`config.mk`:
```
export PLATFORM = sky130hd
export DESIGN_NAME = mfdfs_ram
export DESIGN_NICKNAME = d
export VERILOG_FILES = /design/src/rtl/mfdfs_ram.sv
export SDC_FILE = /design/constraint.sdc
export NUM_CORES = 2
export LEC_CHECK = 0
export BUFFER_PORTS_ARGS = -buffer_cell sky130_fd_sc_hd__buf_2
export CAP_MARGIN = 20
export CORE_MARGIN = 2
export CORE_UTILIZATION = 55
export CTS_BUF_LIST = sky130_fd_sc_hd__clkbuf_8
export CTS_CLUSTER_SIZE = 20
export DETAILED_ROUTE_END_ITERATION = 8
export GPL_ROUTABILITY_DRIVEN = 0
export PLACE_DENSITY_LB_ADDON = 0.25
export SLEW_MARGIN = 20
export SYNTH_ARGS = -nofsm -noshare
export SYNTH_HDL_FRONTEND = slang
export SYNTH_SLANG_ARGS = --single-unit
```
`constraint.sdc`:
```
create_clock -name clk -period 3.9 [get_ports clk]
set_clock_uncertainty 0.2 [all_clocks]
set_input_delay 0.195 -clock clk [delete_from_list [all_inputs] [get_ports clk]]
set_output_delay 0.195 -clock clk [all_outputs]
set_load 0.02 [all_outputs]
```
`src/rtl/mfdfs_ram.sv`:
```
// ----------------------------------------------------------------------------
// mfdfs_ram
// Simple dual-port synchronous RAM, registered read.
// ----------------------------------------------------------------------------
module mfdfs_ram #(
  parameter int WIDTH = 32,
  parameter int DEPTH = 64
) (
  input  logic                     clk,
  input  logic                     we,
  input  logic [$clog2(DEPTH)-1:0] waddr,
  input  logic [WIDTH-1:0]         wdata,
  input  logic [$clog2(DEPTH)-1:0] raddr,
  output logic [WIDTH-1:0]         rdata_r
);

  logic [WIDTH-1:0] mem [DEPTH];

  always_ff @(posedge clk) begin
    if (we) begin
      mem[waddr] <= wdata;
    end
    rdata_r <= mem[raddr];
  end

endmodule

```
==> metrics <==
Worst Path Arrival 4.24 ns; Clock power frac 38.0%; Routed WL 204 mm; Synth async-reset ratio 0%; Die Span X 382 um; die area 0.146 mm^2; drc violations 0; vias in the first global route 39400; worst path cell trace dlygate4sd3_1 > buf_2 > nor2b_1 > dlygate4sd3_1 > nand4b_1 > dlygate4sd3_1 > nor2_4 > dlygate4sd3_1; Port Buffers 77; VDD IR max 0.000413 V; Finished Layout Cells 5926; Die H 382 um; P_int 0.0342 W; post-synth top area cell edfxtp_1; Seq cells post-synth 2080; most common cell in the synthesized netlist edfxtp_1; Vias/cell 6.56; synth top area cells edfxtp_1 (78%), mux4_2 (16%), mux2i_1 (1.2%), dfxtp_1 (0.82%), o22ai_1 (0.67%); syn nets 3370; crit share post-route 98.1%; FF-to-FF setup slack 1.39 ns; fmax 261 MHz; leakage 28.4 nW; global route total overflow 0; Starting DRT DRC Count 5613; Power Density 494 mW/mm^2; CTS buffer count 332; Hold-fix buffers, CTS 56; H-tree depth 5; Post-synth EDFFs 2048; Seq pwr share 56.5%; worst-skew pair later-pin latency 1.03 ns; switching power 0.00982 W; num ports 78; root buffer cell clkbuf_8; most frequent CP cell dlygate4sd3_1; CP top delay family buffers and inverters; RSZ-0062 raised after global routing no; Final ANT Viol Nets 0; Netlist cell types 34; register area share after synthesis 79.1%; Worst path max stage delay 1.35 ns; max_cap viols 0; Synth Instances 3324; Area Overhead vs Synth 13.6%; Initial DRT Pass Iterations 6; largest net degree at the start of global routing 80; Synth top cells by count edfxtp_1 (2048), mux4_2 (544), nor2_1 (137); post-layout util 63.0%; min Tclk post-route 3.83 ns; status finished clean; via count 38900; synthesized area 0.0785 mm^2; CP max-delay cell dlygate4sd3_1; effective utilization at floorplan 55.5%; Post CTS Setup Buffer Count 0; synthesized area per cell 23.6 um^2; Slew Limit Fails 0; Clock Path Buffers 4; Routed WL per cell 34.4 um; core area 0.142 mm^2; Max-slew headroom 24.4%; Final Setup Violations 0; Combinational Power Share 5.5%; initial antenna violation count 11; WP data required 4.31 ns; path type of the worst min-delay path in -> reg; Syn. warnings 0; Sw Ratio 22.3%; share of layout cells above drive strength 1 31.4%; Startpoint Class input pin; Primary FF master, synth edfxtp_1; Sink Count 2080; Total GRT Usage 28.3%; Total Nets Final 3844; Final Hold Vio Count 0; global-route wire length before repair 288 mm; CTS tree yes; WS Path Type in -> reg; worst path bufs/invs 5; Worst-Margin Slew 1.13 ns; clock slew at reported path FFs 0.06 ns; Rows 138; Critical Path Fanout Max 13; post-CTS sizing 0; dpl hpwl 112 mm; TNS Setup 0 ns; Placed Cells 5297; Critical Path End Type flip-flop; top cell type's share of synthesized area 78.3%
## flip-flops by register name, summed over array words and instances, names as in the netlist
name and flops:
mem 2048, rdata_r 32
## final timing paths
| check | start | to | cells after the start |
|---|---|---|---|
| worst min register to register | mem[12][17]$_DFFE_PP_ | rdata_r[17]$_DFF_P_ | 4 |
| worst min-delay path | wdata[23] | mem[44][23]$_DFFE_PP_ | 2 |
| worst max register to register | mem[15][1]$_DFFE_PP_ | rdata_r[1]$_DFF_P_ | 4 |
| worst max-delay path | we | mem[50][5]$_DFFE_PP_ | 8 |
## power groups by stage
stage               clock network [W]  logic [W]  registers (W)
CTS                            0.0170    0.00241         0.0249
global route                   0.0179    0.00253         0.0249
detailed placement                  0    0.00236         0.0254
finish                         0.0167    0.00241         0.0249
floorplan                           0    0.00120         0.0253
global placement                    0    0.00230         0.0253
## cell type report
type	instances	area [um^2]
Antenna cell	6	15.0
Tap cell	1890	2360
Fill cell	9246	52400
Timing Repair Buffer	322	2880
Clock buffer	341	4690
Sequential cell	2080	62100
Multi-Input combinational cell	1062	16000
Clock inverter	225	1100
## layer usage
layer | global-route usage (%) | part of all wire (%)
met4 | 9.65 | 3.1
met2 | 44.6 | 48
met1 | 39.7 | 37
met3 | 6.46 | 11
met5 | 0 | 0.026
## worst reg2reg max path, cell delays in order, from the launching register on
cell,delay (ns)
edfxtp_1,0.36
mux4_2,0.48
mux4_2,0.50
o22ai_1,0.73
nor2_1,0.11
## layout by cell type (no fill, tap or decap), types with 4 or more instances in the layout
master         Yosys  final
inv_1              0    119
buf_4             25    174
clkinv_2           0     32
mux4_2           544    544
dfxtp_1           32     32
nand3_1            5      5
dlygate4sd3_1      0     56
bufinv_16          0      7
o22ai_1           84     84
nor2_1           137     75
a311oi_1           8      8
nor2b_1           15     15
a22oi_1           12     12
clkbuf_8           0    341
nand2b_1           8      8
nor3_1             7      5
a21oi_1           62     62
nor2_4             0     62
nand2_1           26     26
edfxtp_1        2048   2048
a41o_1             4      4
diode_2            0      6
buf_2             57     54
o221ai_1          27     27
buf_12             0     35
and3_1             4      4
mux2i_1           93     93
clkinv_1           0     59
clkinvlp_4         0      5
o32ai_1            4      4
nand3b_1           5      5
## through the flow
step,area [um^2],power [W],worst slack [ns],hold slack (ns)
CTS,89100,0.0443,0.233,0.00693
global placement,82700,0.0276,0.327,0.353
detailed placement,82700,0.0277,0.317,0.361
finish,89200,0.0440,0.0737,0.0853
floorplan,78500,0.0265,0.345,0.0939
global route,89200,0.0453,0.0343,0.0394
## cells by family (layout without fill, tap and decap cells)
kind of cell           after synthesis  count (layout)  share of synthesized area (%)
AOI/OAI and AO/OA                  202             202                           1.67
DFF                               2080            2080                           79.1
and+or+nand+nor                    223             223                           1.27
buffers and inverters              182             888                           1.13
other                                0               6                              0
muxes                              637             637                           16.8
(Power assumes the default switching activity.)
