## src/rtl/mfdfs_pkg.sv

```systemverilog
// ----------------------------------------------------------------------------
// mfdfs_pkg
// Types and constants of the DFS max-flow engine.
// ----------------------------------------------------------------------------
package mfdfs_pkg;

  localparam int FLOW_W = 38;
  localparam logic [FLOW_W-1:0] FLOW_MAX = {FLOW_W{1'b1}};

  localparam logic CMD_ADD = 1'b0;
  localparam logic CMD_RUN = 1'b1;

  localparam logic [1:0] REG_NODE_COUNT  = 2'd0;
  localparam logic [1:0] REG_SOURCE_NODE = 2'd1;
  localparam logic [1:0] REG_SINK_NODE   = 2'd2;

  localparam logic [6:0] NODE_COUNT_RST  = 7'd64;
  localparam logic [5:0] SOURCE_NODE_RST = 6'd0;
  localparam logic [5:0] SINK_NODE_RST   = 6'd63;

  typedef struct packed {
    logic        cmd;
    logic [5:0]  from_node;
    logic [5:0]  to_node;
    logic [31:0] capacity;
  } in_t;

  typedef struct packed {
    logic [FLOW_W-1:0] total_flow;
    logic              capacity_saturated;
  } out_t;

  typedef struct packed {
    logic [6:0] node_count;
    logic [5:0] source_node;
    logic [5:0] sink_node;
  } cfg_t;

endpackage

```

## src/rtl/mfdfs_regs.sv

```systemverilog
// ----------------------------------------------------------------------------
// mfdfs_regs
// APB configuration registers: node count, source and sink.
// ----------------------------------------------------------------------------
module mfdfs_regs (
  input  logic                clk,
  input  logic                rst_n,
  input  logic                psel,
  input  logic                penable,
  input  logic                pwrite,
  input  logic [3:0]          paddr,
  input  logic [31:0]         pwdata,
  output logic [31:0]         prdata,
  output logic                pready,
  output mfdfs_pkg::cfg_t     cfg
);

  mfdfs_pkg::cfg_t cfg_r;
  logic            wr_en;

  assign pready = 1'b1;
  assign wr_en  = psel && penable && pwrite;
  assign cfg    = cfg_r;

  always_ff @(posedge clk) begin
    if (!rst_n) begin
      cfg_r.node_count  <= mfdfs_pkg::NODE_COUNT_RST;
      cfg_r.source_node <= mfdfs_pkg::SOURCE_NODE_RST;
      cfg_r.sink_node   <= mfdfs_pkg::SINK_NODE_RST;
    end else if (wr_en) begin
      unique case (paddr[3:2])
        mfdfs_pkg::REG_NODE_COUNT:  cfg_r.node_count  <= pwdata[6:0];
        mfdfs_pkg::REG_SOURCE_NODE: cfg_r.source_node <= pwdata[5:0];
        mfdfs_pkg::REG_SINK_NODE:   cfg_r.sink_node   <= pwdata[5:0];
        default: ;
      endcase
    end
  end

  always_comb begin
    unique case (paddr[3:2])
      mfdfs_pkg::REG_NODE_COUNT:  prdata = {25'd0, cfg_r.node_count};
      mfdfs_pkg::REG_SOURCE_NODE: prdata = {26'd0, cfg_r.source_node};
      mfdfs_pkg::REG_SINK_NODE:   prdata = {26'd0, cfg_r.sink_node};
      default:                    prdata = 32'd0;
    endcase
  end

endmodule

```

## config.mk

```make
export PLATFORM = sky130hd
export DESIGN_NAME = mfdfs_regs
export DESIGN_NICKNAME = d
export VERILOG_FILES = /design/src/rtl/mfdfs_pkg.sv /design/src/rtl/mfdfs_regs.sv
export SDC_FILE = /design/constraint.sdc
export NUM_CORES = 1
export LEC_CHECK = 0
export BUFFER_PORTS_ARGS = -buffer_cell sky130_fd_sc_hd__buf_2
export CAP_MARGIN = 20
export CORE_MARGIN = 2
export CORE_UTILIZATION = 41
export CTS_CLUSTER_DIAMETER = 30
export DETAILED_ROUTE_END_ITERATION = 8
export GPL_ROUTABILITY_DRIVEN = 0
export PLACE_DENSITY_LB_ADDON = 0.1
export SETUP_SLACK_MARGIN = 0.15
export SLEW_MARGIN = 20
export SYNTH_ARGS = -nofsm -noshare
export SYNTH_HDL_FRONTEND = slang
export SYNTH_SLANG_ARGS = --single-unit
export TNS_END_PERCENT = 100
```

## constraint.sdc

```tcl
create_clock -name clk -period 1.65 [get_ports clk]
set_input_delay 0.165 -clock clk [delete_from_list [all_inputs] [get_ports clk]]
set_output_delay 0.165 -clock clk [all_outputs]
set_load 0.01 [all_outputs]
```

==> key figures <==
Worst hold path
  • Hold path cells: 3
  • Worst Hold Launch: pwdata[1]
  • Hold Crit Class: input port to flip-flop
  • WHS Endpoint: cfg[1]$_SDFFE_PN1P_

Worst setup path
  • Top delay family on crit path: buffers and inverters
  • Critical path buffer and inverter count: 3
  • Reg2reg setup slack: 1.01 ns
  • Crit-path most repeated cell: buf_2
  • Setup CP Type: input port to output port
  • Nature of the critical path endpoint: output port
  • CP Max Fanout: 13
  • Arrival time worst endpoint: 1.15 ns
  • Worst path cell trace: buf_2, nor2b_1, buf_4, nand2_1, o21ai_0, buf_2
  • CP Data Required Time: 1.48 ns
  • CP peak stage delay: 0.28 ns
  • Worst flop-to-flop path startpoint: cfg[0]$_SDFFE_PN1P_
  • R2r worst-path depth: 2
  • CP max-delay cell: nor2b_1
  • CP startpoint kind: input port
  • Reg-to-reg endpoint: cfg[0]$_SDFFE_PN1P_

Timing
  • Post-layout min period: 1.31 ns
  • # setup viols final: 0
  • Fmax: 763 MHz
  • Max-slew violation count: 0
  • Final worst slack: 0.339 ns
  • Tcrit/Tclk final: 0.795
  • Relative slew slack: 0.658
  • Final TNS setup: 0 ns
  • Final Skew: 0 ns
  • Final Hold Fails: 0
  • Worst Max-Slew Pin Slew: 0.510 ns
  • Unrepaired setup endpoints after global routing: false

Place
  • Placed Instances: 193
  • # port buffers: 39
  • Detailed placer's ending HPWL: 1.64 mm
  • Area after DPL: 1260 sq um
  • Setup WS pre-CTS: 0.326 ns

Synthesis
  • Syn avg cell area: 8.92 sq um
  • Post-synthesis sequential area ratio: 0.333
  • Synth top area cells: dfxtp_1, mux2i_1, buf_4, nand2_1, nor2b_1
  • Synth warn: 0
  • Synth unique cells: 18
  • Mapped cell area: 1140 sq um
  • Top-area cell type share of the netlist area: 0.333
  • Synthesized flop and latch total: 19
  • Cell count after synthesis: 128
  • Leading area contributor after synthesis: dfxtp_1

Clock network
  • H-tree depth: 1
  • TritonCTS Sinks: 19
  • Post-CTS Resized: 0
  • Post-CTS Hold Fix Bufs: 0
  • CTS Buf Count: 3
  • Root buffer cell: clkbuf_4
  • CTS tree: yes
  • Clk buf depth: 2
  • Clock Pin Slew Worst Setup and Hold Paths: 0.11 ns
  • Number of setup buffers added after CTS: 0
  • Worst skew pair latency: 0.29 ns

Route
  • Detailed-route via count: 878
  • Total iterations of the first detailed-routing run: 4
  • DR WL/cell: 11.3 microns
  • Antenna-violating nets left: 0
  • Vias per inst: 4.46
  • Total routed wirelength: 2.22 mm
  • 1st-iter DRT viols: 8
  • DRC Markers: 0

Pwr
  • P_leak: 0.600 nW
  • Worst vdd ir: 452 uV
  • Pwr Total: 0.846 mW
  • PwrDens: 659 nW/um^2

Die
  • Die Y: 56.8 microns
  • Core area: 2710 sq um
  • Width of the die: 56.8 microns
  • FP Rows: 19
  • Starting density of the core: 0.422
  • Die area: 3220 sq um
  • Ports: 93

Finish
  • ANT cells: 0
  • Share of layout cells above drive strength 1: 0.289
  • Fillers: 280
  • Final std cells w/o fill: 197
  • Commonest non-fill, non-tap cells in the layout: buf_2, conb_1, mux2i_1, nand2_1, dfxtp_1
  • Design area: 1280 sq um
  • Synthesis-to-finish area growth: 12.5%
  • Commonest non-fill, non-tap cell in the layout: buf_2
  • Final net count: 208
  • Max FFs per register: 19

Global routing
  • Total global routing overflow: 0
  • Largest net degree at the start of global routing: 32
  • First-pass GRT wire length: 3.58 mm
  • Tot GR Track Use: 0.143
  • Met1 Usage GRT: 0.183
  • Vias in the first global route: 795
  • Met2 usage: 0.229
  • Met3 Use GR: 0.0276
  • Gr busiest metal: met2
  • Initial antenna violation count: 0

Run
  • MaxCap Viol Count: 0

Outcome
  • Outcome: complete, no violations
-- kinds of logic after synthesis --
group | share of synthesized area
AOI/OAI and AO/OA | 0.0394
DFF | 0.333
buffers and inverters | 0.198
other | 0.00657
muxes | 0.210
and+or+nand+nor | 0.213
-- power by group --
group	leakage, nW	switching, mW	internal [mW]	total (mW)
Combinational	0.431	0.0900	0.0509	0.141
Clock	0.0150	0.142	0.0939	0.236
Sequential	0.154	0.00432	0.465	0.469
-- stage by stage --
| step | hold WS (ns) | util |
|---|---|---|
| after floorplan | 0.327 | - |
| after global placement | 0.435 | 0.464 |
| after detailed placement | 0.450 | 0.464 |
| after CTS | 0.129 | 0.474 |
| after global routing | 0.142 | 0.474 |
| final | 0.140 | 0.474 |
-- layout make-up --
type                    count  area [sq um]  area share
well taps                  31          38.8      0.0302
flip-flops and latches     19           380       0.296
repair buffers             41           210       0.164
inverters                   1          3.75     0.00292
clock buffers               4          26.3      0.0204
multi-input cells         101           626       0.487
-- tightest hold or removal path, cell delays in order --
cell and delay [ns]:
buf_2 0.08, nor2b_1 0.04, mux2i_1 0.11
-- routing by layer --
metal,up-vias,wire length (microns)
li1,445,-
met1,390,988
met2,41,1050
met3,2,162
met4,0,17
met5,-,0
-- cells in the mapped netlist (all sizes together) --
library cell  number
dfxtp             19
o21ai              6
o31ai              1
conb               2
nand2             24
or3                1
clkbuf             3
nor2b             13
o211ai             1
mux2i             24
inv                1
buf               28
nor3               1
nand3              1
nor3b              3
-- how the worst max path moves through the flow --
stage | startpoint | endpoint | slack [ns] | cells after the start
6_report | paddr[2] | prdata[0] | 0.34 | 6
5_1_grt | paddr[2] | prdata[0] | 0.20 | 6
4_1_cts | paddr[2] | prdata[5] | 0.34 | 6
3_5_place_dp | paddr[3] | cfg[0]$_SDFFE_PN1P_ | 0.33 | 3
3_3_place_gp | paddr[3] | cfg[2]$_SDFFE_PN1P_ | 0.33 | 3
2_1_floorplan | paddr[2] | prdata[0] | 0.64 | 4
No activity file was read; power rests on OpenSTA's default activity.
